$ cat config.mk
export PLATFORM = sky130hd
export DESIGN_NAME = packet_id_gap_run_encoder_core
export DESIGN_NICKNAME = d
export VERILOG_FILES = /design/src/rtl/pige_pkg.sv /design/src/rtl/pige_front.sv /design/src/rtl/pige_queue.sv /design/src/rtl/pige_back.sv /design/src/rtl/packet_id_gap_run_encoder_core.sv
export SDC_FILE = /design/constraint.sdc
export NUM_CORES = 1
export LEC_CHECK = 0
export ABC_AREA = 1
export BUFFER_PORTS_ARGS = -buffer_cell sky130_fd_sc_hd__buf_4
export CAP_MARGIN = 30
export CORE_ASPECT_RATIO = 2
export CORE_UTILIZATION = 50
export CTS_CLUSTER_DIAMETER = 50
export DETAILED_ROUTE_END_ITERATION = 10
export HOLD_SLACK_MARGIN = 0.1
export PLACE_DENSITY_LB_ADDON = 0.15
export SYNTH_ARGS = -nofsm -noshare
export SYNTH_HDL_FRONTEND = slang
export SYNTH_SLANG_ARGS = --single-unit
$ cat constraint.sdc
create_clock -name clk -period 9.95 [get_ports clk]
set_input_delay 0.995 -clock clk [delete_from_list [all_inputs] [get_ports clk]]
set_output_delay 0.995 -clock clk [all_outputs]
set_load 0.1 [all_outputs]
$ cat src/rtl/pige_pkg.sv
`default_nettype none
// ----------------------------------------------------------------------------
// pige_pkg: shared types and constants of the packet identifier gap encoder
// Holds the request and result payloads, the command codes and the word
// bundle that travels from the front part to the back part.
// ----------------------------------------------------------------------------
package pige_pkg;

    // Command codes carried by a request.
    typedef enum logic [1:0] {
        CMD_PACKET   = 2'd0,
        CMD_FIN_MARK = 2'd1,
        CMD_START    = 2'd2,
        CMD_FINISH   = 2'd3
    } command_t;

    // Code word constants.
    localparam logic [14:0] RUN_CAP      = 15'h7fff;
    localparam logic [15:0] SHORT_LIMIT  = 16'h3fff;
    localparam logic [15:0] TAG_FORWARD  = 16'h8000;
    localparam logic [15:0] TAG_BACKWARD = 16'hc000;
    localparam logic [15:0] ESCAPE_WORD  = 16'hffff;

    // Most code words one request can cause.
    localparam int MAX_WORDS = 3;

    // One incoming request.
    typedef struct packed {
        logic [1:0]  command;
        logic [15:0] packet_ipid;
        logic [31:0] ack_number;
        logic [31:0] fin_sequence;
    } pige_in_t;

    // One outgoing result.
    typedef struct packed {
        logic [15:0] code_word;
        logic        last_word;
    } pige_out_t;

    // All code words caused by one request.
    typedef struct packed {
        logic [1:0]                  word_cnt;
        logic [MAX_WORDS-1:0][15:0]  words;
    } pige_bundle_t;

    // Status of the bundle queue seen by its neighbors.
    typedef struct packed {
        logic full;
        logic nonempty;
    } pige_qstat_t;

endpackage : pige_pkg
`default_nettype wire

$ cat src/rtl/pige_front.sv
`default_nettype none
// ----------------------------------------------------------------------------
// pige_front: request classification and encoder state
// Updates the last identifier, run count and fin state for each accepted
// request and forms the bundle of code words that the request causes.
// ----------------------------------------------------------------------------
module pige_front (
    input  wire logic                   clk,
    input  wire logic                   rst_n,
    input  wire logic                   accept,
    input  wire pige_pkg::pige_in_t     request,
    output logic                        bundle_push,
    output pige_pkg::pige_bundle_t      bundle
);
    import pige_pkg::*;

    logic [15:0] last_ipid_reg, last_ipid_next;
    logic [14:0] run_count_reg, run_count_next;
    logic        fin_armed_reg, fin_armed_next;
    logic [31:0] fin_seq_reg, fin_seq_next;

    logic [31:0] ack_diff;
    logic        fin_ack;
    logic [15:0] gap;
    logic [15:0] delta;

    // Encoder state registers.
    always_ff @(posedge clk or negedge rst_n)
    begin
        if (!rst_n)
        begin
            last_ipid_reg <= '0;
            run_count_reg <= '0;
            fin_armed_reg <= 1'b0;
            fin_seq_reg   <= '0;
        end
        else if (accept)
        begin
            last_ipid_reg <= last_ipid_next;
            run_count_reg <= run_count_next;
            fin_armed_reg <= fin_armed_next;
            fin_seq_reg   <= fin_seq_next;
        end
    end

    // A packet that acknowledges the armed fin plus one or two is skipped.
    assign ack_diff = request.ack_number - fin_seq_reg;
    assign fin_ack  = fin_armed_reg && (ack_diff == 32'd1 || ack_diff == 32'd2);

    // Identifier gap and its backward magnitude, both modulo 65536.
    assign gap   = request.packet_ipid - last_ipid_reg;
    assign delta = 16'd0 - gap;

    // Next state and the words this request causes.
    always_comb
    begin
        logic [1:0] n;
        n              = 2'd0;
        bundle.words   = '0;
        last_ipid_next = last_ipid_reg;
        run_count_next = run_count_reg;
        fin_armed_next = fin_armed_reg;
        fin_seq_next   = fin_seq_reg;

        unique case (command_t'(request.command))
            CMD_FIN_MARK:
            begin
                fin_seq_next   = request.fin_sequence;
                fin_armed_next = 1'b1;
            end
            CMD_START:
            begin
                last_ipid_next = request.packet_ipid;
                run_count_next = '0;
                fin_armed_next = 1'b0;
                fin_seq_next   = '0;
            end
            CMD_FINISH:
            begin
                if (run_count_reg != '0)
                begin
                    bundle.words[0] = {1'b0, run_count_reg};
                    n               = 2'd1;
                end
                run_count_next = '0;
            end
            CMD_PACKET:
            begin
                if (!fin_ack)
                begin
                    last_ipid_next = request.packet_ipid;
                    if (gap == 16'd1)
                    begin
                        // Extend the run; a full run is sent and restarts at one.
                        if (run_count_reg != RUN_CAP)
                        begin
                            run_count_next = run_count_reg + 15'd1;
                        end
                        else
                        begin
                            bundle.words[0] = {1'b0, run_count_reg};
                            n               = 2'd1;
                            run_count_next  = 15'd1;
                        end
                    end
                    else
                    begin
                        // Flush a pending run ahead of the gap word.
                        if (run_count_reg != '0)
                        begin
                            bundle.words[0] = {1'b0, run_count_reg};
                            n               = 2'd1;
                        end
                        run_count_next = '0;
                        if (!gap[15] && gap < SHORT_LIMIT)
                        begin
                            bundle.words[n] = TAG_FORWARD | gap;
                            n               = n + 2'd1;
                        end
                        else if (gap[15] && delta < SHORT_LIMIT)
                        begin
                            bundle.words[n] = TAG_BACKWARD | delta;
                            n               = n + 2'd1;
                        end
                        else
                        begin
                            bundle.words[n] = ESCAPE_WORD;
                            n               = n + 2'd1;
                            bundle.words[n] = gap;
                            n               = n + 2'd1;
                        end
                    end
                end
            end
            default:
            begin
                n = 2'd0;
            end
        endcase

        bundle.word_cnt = n;
    end

    // Only requests that cause words enter the queue.
    assign bundle_push = accept && (bundle.word_cnt != 2'd0);

endmodule : pige_front
`default_nettype wire

$ cat src/rtl/pige_queue.sv
`default_nettype none
// ----------------------------------------------------------------------------
// pige_queue: bundle queue between the front and the back part
// A small register queue that lets the front keep taking requests while
// the back part is still sending the words of earlier ones.
// ----------------------------------------------------------------------------
module pige_queue #(
    parameter int DEPTH = 4
) (
    input  wire logic                   clk,
    input  wire logic                   rst_n,
    input  wire logic                   wr_en,
    input  wire pige_pkg::pige_bundle_t wr_data,
    input  wire logic                   rd_en,
    output pige_pkg::pige_bundle_t      rd_data,
    output pige_pkg::pige_qstat_t       status
);
    import pige_pkg::*;

    localparam int PTR_W = (DEPTH > 1) ? $clog2(DEPTH) : 1;
    localparam int CNT_W = $clog2(DEPTH + 1);

    pige_bundle_t     mem_reg [DEPTH];
    logic [PTR_W-1:0] wr_ptr_reg, wr_ptr_next;
    logic [PTR_W-1:0] rd_ptr_reg, rd_ptr_next;
    logic [CNT_W-1:0] cnt_reg, cnt_next;

    // Storage is written without reset.
    always_ff @(posedge clk)
    begin
        if (wr_en)
        begin
            mem_reg[wr_ptr_reg] <= wr_data;
        end
    end

    // Pointer and fill count registers.
    always_ff @(posedge clk or negedge rst_n)
    begin
        if (!rst_n)
        begin
            wr_ptr_reg <= '0;
            rd_ptr_reg <= '0;
            cnt_reg    <= '0;
        end
        else
        begin
            wr_ptr_reg <= wr_ptr_next;
            rd_ptr_reg <= rd_ptr_next;
            cnt_reg    <= cnt_next;
        end
    end

    // Pointers wrap at the depth, which need not be a power of two.
    always_comb
    begin
        wr_ptr_next = wr_ptr_reg;
        rd_ptr_next = rd_ptr_reg;
        if (wr_en)
        begin
            wr_ptr_next = (wr_ptr_reg == PTR_W'(DEPTH - 1)) ? '0 : wr_ptr_reg + 1'b1;
        end
        if (rd_en)
        begin
            rd_ptr_next = (rd_ptr_reg == PTR_W'(DEPTH - 1)) ? '0 : rd_ptr_reg + 1'b1;
        end
    end

    // Fill count follows writes and reads.
    always_comb
    begin
        case ({wr_en, rd_en})
            2'b10:   cnt_next = cnt_reg + 1'b1;
            2'b01:   cnt_next = cnt_reg - 1'b1;
            default: cnt_next = cnt_reg;
        endcase
    end

    assign rd_data         = mem_reg[rd_ptr_reg];
    assign status.full     = (cnt_reg == CNT_W'(DEPTH));
    assign status.nonempty = (cnt_reg != '0);

endmodule : pige_queue
`default_nettype wire

$ cat src/rtl/pige_back.sv
`default_nettype none
// ----------------------------------------------------------------------------
// pige_back: word sequencer and result register
// Takes one bundle at a time from the queue and presents its words one
// by one, marking the final word of the bundle.
// ----------------------------------------------------------------------------
module pige_back (
    input  wire logic                   clk,
    input  wire logic                   rst_n,
    input  wire pige_pkg::pige_qstat_t  qstat,
    input  wire pige_pkg::pige_bundle_t q_data,
    output logic                        q_pop,
    output logic                        empty,
    input  wire logic                   pop,
    output pige_pkg::pige_out_t         result
);
    import pige_pkg::*;

    pige_bundle_t cur_reg;
    logic         valid_reg, valid_next;
    logic [1:0]   idx_reg, idx_next;
    logic         at_last;
    logic         taken;

    assign at_last = (idx_reg == cur_reg.word_cnt - 2'd1);
    assign taken   = pop && valid_reg;

    // Load a new bundle when idle or when the final word is taken.
    assign q_pop = qstat.nonempty && (!valid_reg || (taken && at_last));

    // Next word index and holding flag.
    always_comb
    begin
        valid_next = valid_reg;
        idx_next   = idx_reg;
        if (q_pop)
        begin
            valid_next = 1'b1;
            idx_next   = 2'd0;
        end
        else if (taken)
        begin
            if (at_last)
            begin
                valid_next = 1'b0;
            end
            idx_next = idx_reg + 2'd1;
        end
    end

    // Control registers.
    always_ff @(posedge clk or negedge rst_n)
    begin
        if (!rst_n)
        begin
            valid_reg <= 1'b0;
            idx_reg   <= '0;
        end
        else
        begin
            valid_reg <= valid_next;
            idx_reg   <= idx_next;
        end
    end

    // Current bundle payload.
    always_ff @(posedge clk)
    begin
        if (q_pop)
        begin
            cur_reg <= q_data;
        end
    end

    assign empty            = !valid_reg;
    assign result.code_word = cur_reg.words[idx_reg];
    assign result.last_word = at_last;

endmodule : pige_back
`default_nettype wire

$ cat src/rtl/packet_id_gap_run_encoder_core.sv
`default_nettype none
// Path: the first word of a request passes through the bundle queue and then
// the result register before it is on the outputs, when the result side is idle.
// Throughput: one request per cycle is accepted while full is low; words
// leave at one per cycle while pop is held, each word of a request in turn.
// The bundle queue (DEPTH entries) absorbs the difference before full rises.
// Reset: asynchronous, active low; clears encoder state and empties the queue.
// ----------------------------------------------------------------------------
// packet_id_gap_run_encoder_core: packet identifier gap and run encoder
// Encodes packet identifiers as run counts, tagged gaps or escaped raw gaps,
// with a front part that classifies requests and a back part that sends words.
// ----------------------------------------------------------------------------
module packet_id_gap_run_encoder_core #(
    parameter int DEPTH = 4
) (
    input  wire logic                clk,
    input  wire logic                rst_n,
    input  wire logic                push,
    output logic                     full,
    input  wire pige_pkg::pige_in_t  request,
    output logic                     empty,
    input  wire logic                pop,
    output pige_pkg::pige_out_t      result
);
    import pige_pkg::*;

    logic         accept;
    logic         bundle_push;
    pige_bundle_t bundle;
    pige_bundle_t q_data;
    pige_qstat_t  qstat;
    logic         q_pop;

    assign full   = qstat.full;
    assign accept = push && !qstat.full;

    // Front part: state update and classification.
    pige_front u_front (
        .clk         (clk),
        .rst_n       (rst_n),
        .accept      (accept),
        .request     (request),
        .bundle_push (bundle_push),
        .bundle      (bundle)
    );

    // Queue between front and back.
    pige_queue #(
        .DEPTH (DEPTH)
    ) u_queue (
        .clk     (clk),
        .rst_n   (rst_n),
        .wr_en   (bundle_push),
        .wr_data (bundle),
        .rd_en   (q_pop),
        .rd_data (q_data),
        .status  (qstat)
    );

    // Back part: word sequencing.
    pige_back u_back (
        .clk    (clk),
        .rst_n  (rst_n),
        .qstat  (qstat),
        .q_data (q_data),
        .q_pop  (q_pop),
        .empty  (empty),
        .pop    (pop),
        .result (result)
    );

    // A bundle is never written into a full queue.
    assert property (@(posedge clk) disable iff (!rst_n) bundle_push |-> !qstat.full)
        else $error("bundle written into full queue");

    // The back part never reads an empty queue.
    assert property (@(posedge clk) disable iff (!rst_n) q_pop |-> qstat.nonempty)
        else $error("bundle read from empty queue");

    // A request that causes words is followed by a shown result.
    assert property (@(posedge clk) disable iff (!rst_n) bundle_push |-> ##2 !empty)
        else $error("no result after request with words");

    // Only requests that cause words enter the queue.
    assert property (@(posedge clk) disable iff (!rst_n)
        bundle_push |-> (bundle.word_cnt != 2'd0))
        else $error("empty bundle queued");

endmodule : packet_id_gap_run_encoder_core
`default_nettype wire
==> results.md <==
- CTS Root Cell: clkbuf_16
- Worst R2R Setup Slack: 4.54 ns
- Lkg Pwr: 8.79 nW
- Worst skew pair latency: 0.59 ns
- Die extent in x: 137 um
- Busiest layer in global routing: met2
- Row cnt: 98
- Hpwl dp: 39100 um
- Number of synthesized flops with an enable pin: 250
- Congestion Overflow GR: 0
- Seq cells post-synth: 324
- Hold bufs inserted after CTS: 0
- H-tree Lvls: 1
- Setup crit start kind: primary input
- Initial Utilization: 50.9%
- CTS Sinks: 324
- Max reg flops: 200
- Worst slew pin tran: 0.931 ns
- Status: finished, final reports clean
- R2R cell count: 30
- Routed wire per std cell: 19.4 um
- Layout area overhead: 12.3%
- Initial antenna violation count: 0
- Main synth FF type: edfxtp_1
- Slowest-stage cell, CP: buf_4
- Clock skew: 0.0369 ns
- Net Count, Synth: 2333
- CP Capture Type: register
- CTS tree: done
- Post-route ant nets: 0
- Asr flop ratio synth: 22.8%
- Number of buffers added on ports: 104
- Met1 Use GR: 27.5%
- RR Startpoint: u_front.last_ipid_reg[0]
- Worst hold slack: 0.311 ns
- Synthesis Warnings: 0
- Mean number of vias per cell: 5.56
- Largest net degree at the start of global routing: 104
- Area of the multi-input gates: 0.00759 mm2
- GR Util met2: 57.2%
- Critical Path Max Stage Delay: 0.62 ns
- Core footprint: 0.0359 mm2
- Post-CTS sizing: 0
- All-Layer GR Usage: 29.1%
- Final Cycle Share: 56.2%
- Final WL: 53100 um
- R2R Path End: u_queue.mem_reg[0][37]
- Mapped Cells: 2183
- Maximum clock rate: 179 MHz
- CP arrival: 5.78 ns
- Post-CTS Setup Bufs: 0
- Met3 usage: 2.72%
- Final Instance Count excl. Fillers: 2736
- Register area: 0.00936 mm2
- NumNets Final: 2412
- Setup violations, final: 0
- Fin. max-slew vios: 0
- Area of the mapped netlist: 0.0183 mm2
- N_diodes: 0
- Layout cells sized above 1: 10.7%
- Buf/Inv on CP: 8
- Setup TNS: 0 ns
- Num ports: 105
- Final Util: 57.1%
- Fin. Hold Viols: 0
- Die area: 0.0374 mm2
- Clock buffer depth: 3
- Top delay family on crit path: simple AND/OR/NAND/NOR gates
- Vias in the first global route: 15277
- Register area share after synthesis: 51.2%
- First-pass GRT wire length: 81700 um
- CP Max Fanout: 50
- Most frequent CP cell: nand2_1
- Cell Count Post-Placement: 2678
- Period minus WS final: 5.59 ns
- CTS buffer count: 30
- RSZ-0062 raised after global routing: false
- Max_slew headroom: 37.9%
- HP Class: primary input to async pin
- TritonRoute pass-1 iters: 5
- Mean Syn Cell Area: 8.37 um2
- Power Dens Cells: 323 mW/mm2
- DRC viols: 0
- Fill cell count: 3328
- Crit path required time: 10.14 ns
- Die Span Y: 272 um
- CP Class: primary input to register
- Number of max-cap violations: 0
- Vias: 15225
- Final Wtd Congestion: 0.981
- Synth cell types: 51
- Initial DRC Count: 807
- Max IR drop VDD: 374 uV
- Clock slew at reported path FFs: 0.07 ns
## placed cells by master (no fill, tap or decap), drive strengths merged
cell type  Yosys  final
inv          271    273
a21oi         96     96
nor2         331    331
o31ai         18     18
a31oi          1      1
nor3          23     23
o2111ai        1      1
nor4           5      5
nand3        174    174
or2            2      2
a2111oi        1      1
ha            61     61
bufinv         0      2
o21bai         3      3
a21o           1      1
nand2        487    487
buf           22    126
nand3b         6      6
o21a           2      2
a211oi         1      1
o211ai         2      2
and3           1      1
mux2           1      1
dfrtp         74     74
edfxtp       250    250
and2           3      3
clkinv         3     20
nand4         26     26
clkinvlp       0      3
o22ai         54     54
xor2          16     16
a21boi         1      1
xnor2          4      4
clkbuf        57     32
fa             3      3
o21ai        182    182
## stage by stage
step           setup slack [ns]  power (mW)  area, um2
2_1_floorplan              3.24        4.49      18300
3_3_place_gp               3.88        5.42      19500
3_5_place_dp               3.79        5.47      19500
4_1_cts                    4.37        6.62      20500
5_1_grt                    3.73        7.07      20500
6_report                   4.36        6.63      20500
## cell type report
cell class,instances,area share [%]
repair buffers,126,4.80
inverters,274,5.03
multi-input cells,1506,37.0
flip-flops and latches,324,45.6
clock buffers,32,3.69
clock inverters,24,1.15
well taps,450,2.74
## report_power, final
group | internal (mW) | total (mW) | leakage (nW) | switching [mW]
sequential | 1.86 | 1.97 | 3.21 | 0.103
clock | 0.618 | 1.15 | 0.477 | 0.528
combinational | 0.920 | 3.52 | 5.10 | 2.60
total | 3.40 | 6.63 | 8.79 | 3.23
## layer usage
layer  share of wire, %  vias up
met3                3.3      164
met5                  0        -
li1                   -     7438
met2                 56      394
met4                7.1        0
met1                 33     7229
## cells in the mapped netlist, drive strengths merged, types with 16 or more instances
| master | instances | area share [%] |
|---|---|---|
| nand3 | 174 | 5.1 |
| edfxtp | 250 | 41 |
| nor3 | 23 | 0.66 |
| nand2 | 487 | 10 |
| nor2 | 331 | 7.2 |
| o22ai | 54 | 1.8 |
| dfrtp | 74 | 10 |
| ha | 61 | 4.2 |
| o21ai | 182 | 5.0 |
| xor2 | 16 | 0.77 |
| clkbuf | 57 | 1.2 |
| buf | 22 | 0.73 |
| o31ai | 18 | 0.74 |
| nand4 | 26 | 0.92 |
| inv | 271 | 5.6 |
| a21oi | 96 | 2.7 |
## logic make-up (layout without fill, tap and decap cells)
| family | count (synthesis) | after routing | synth area share [%] |
|---|---|---|---|
| AOI/OAI and AO/OA | 363 | 363 | 10.8 |
| muxes | 1 | 1 | 0.0616 |
| xor gates and xnor gates | 20 | 20 | 0.959 |
| DFF | 324 | 324 | 51.2 |
| buffers and inverters | 353 | 456 | 7.54 |
| adders and majority gates | 64 | 64 | 4.51 |
| and+or+nand+nor | 1058 | 1058 | 24.9 |
## worst max-delay path by stage
| stage | slack [ns] | depth (start not counted) | end | from |
|---|---|---|---|---|
| after floorplan | 3.24 | 30 | u_queue.mem_reg[0][0] | request[64] |
| after global placement | 3.88 | 36 | u_queue.cnt_reg[2] | request[64] |
| after detailed placement | 3.79 | 32 | u_queue.mem_reg[0][23] | request[64] |
| after CTS | 4.37 | 32 | u_queue.mem_reg[0][37] | request[64] |
| after global routing | 3.73 | 36 | u_queue.cnt_reg[2] | request[64] |
| final | 4.36 | 32 | u_queue.mem_reg[0][37] | request[64] |
## worst reg2reg max path, delay by kind of cell (launching register included)
kind | cells | cell delay [ns]
flops | 1 | 0.38
fa+ha+maj | 4 | 1.11
buf+inv | 6 | 1.13
xor+xnor | 1 | 0.24
simple gates | 19 | 2.09
Note: power is estimated with default switching activity, not from simulation.
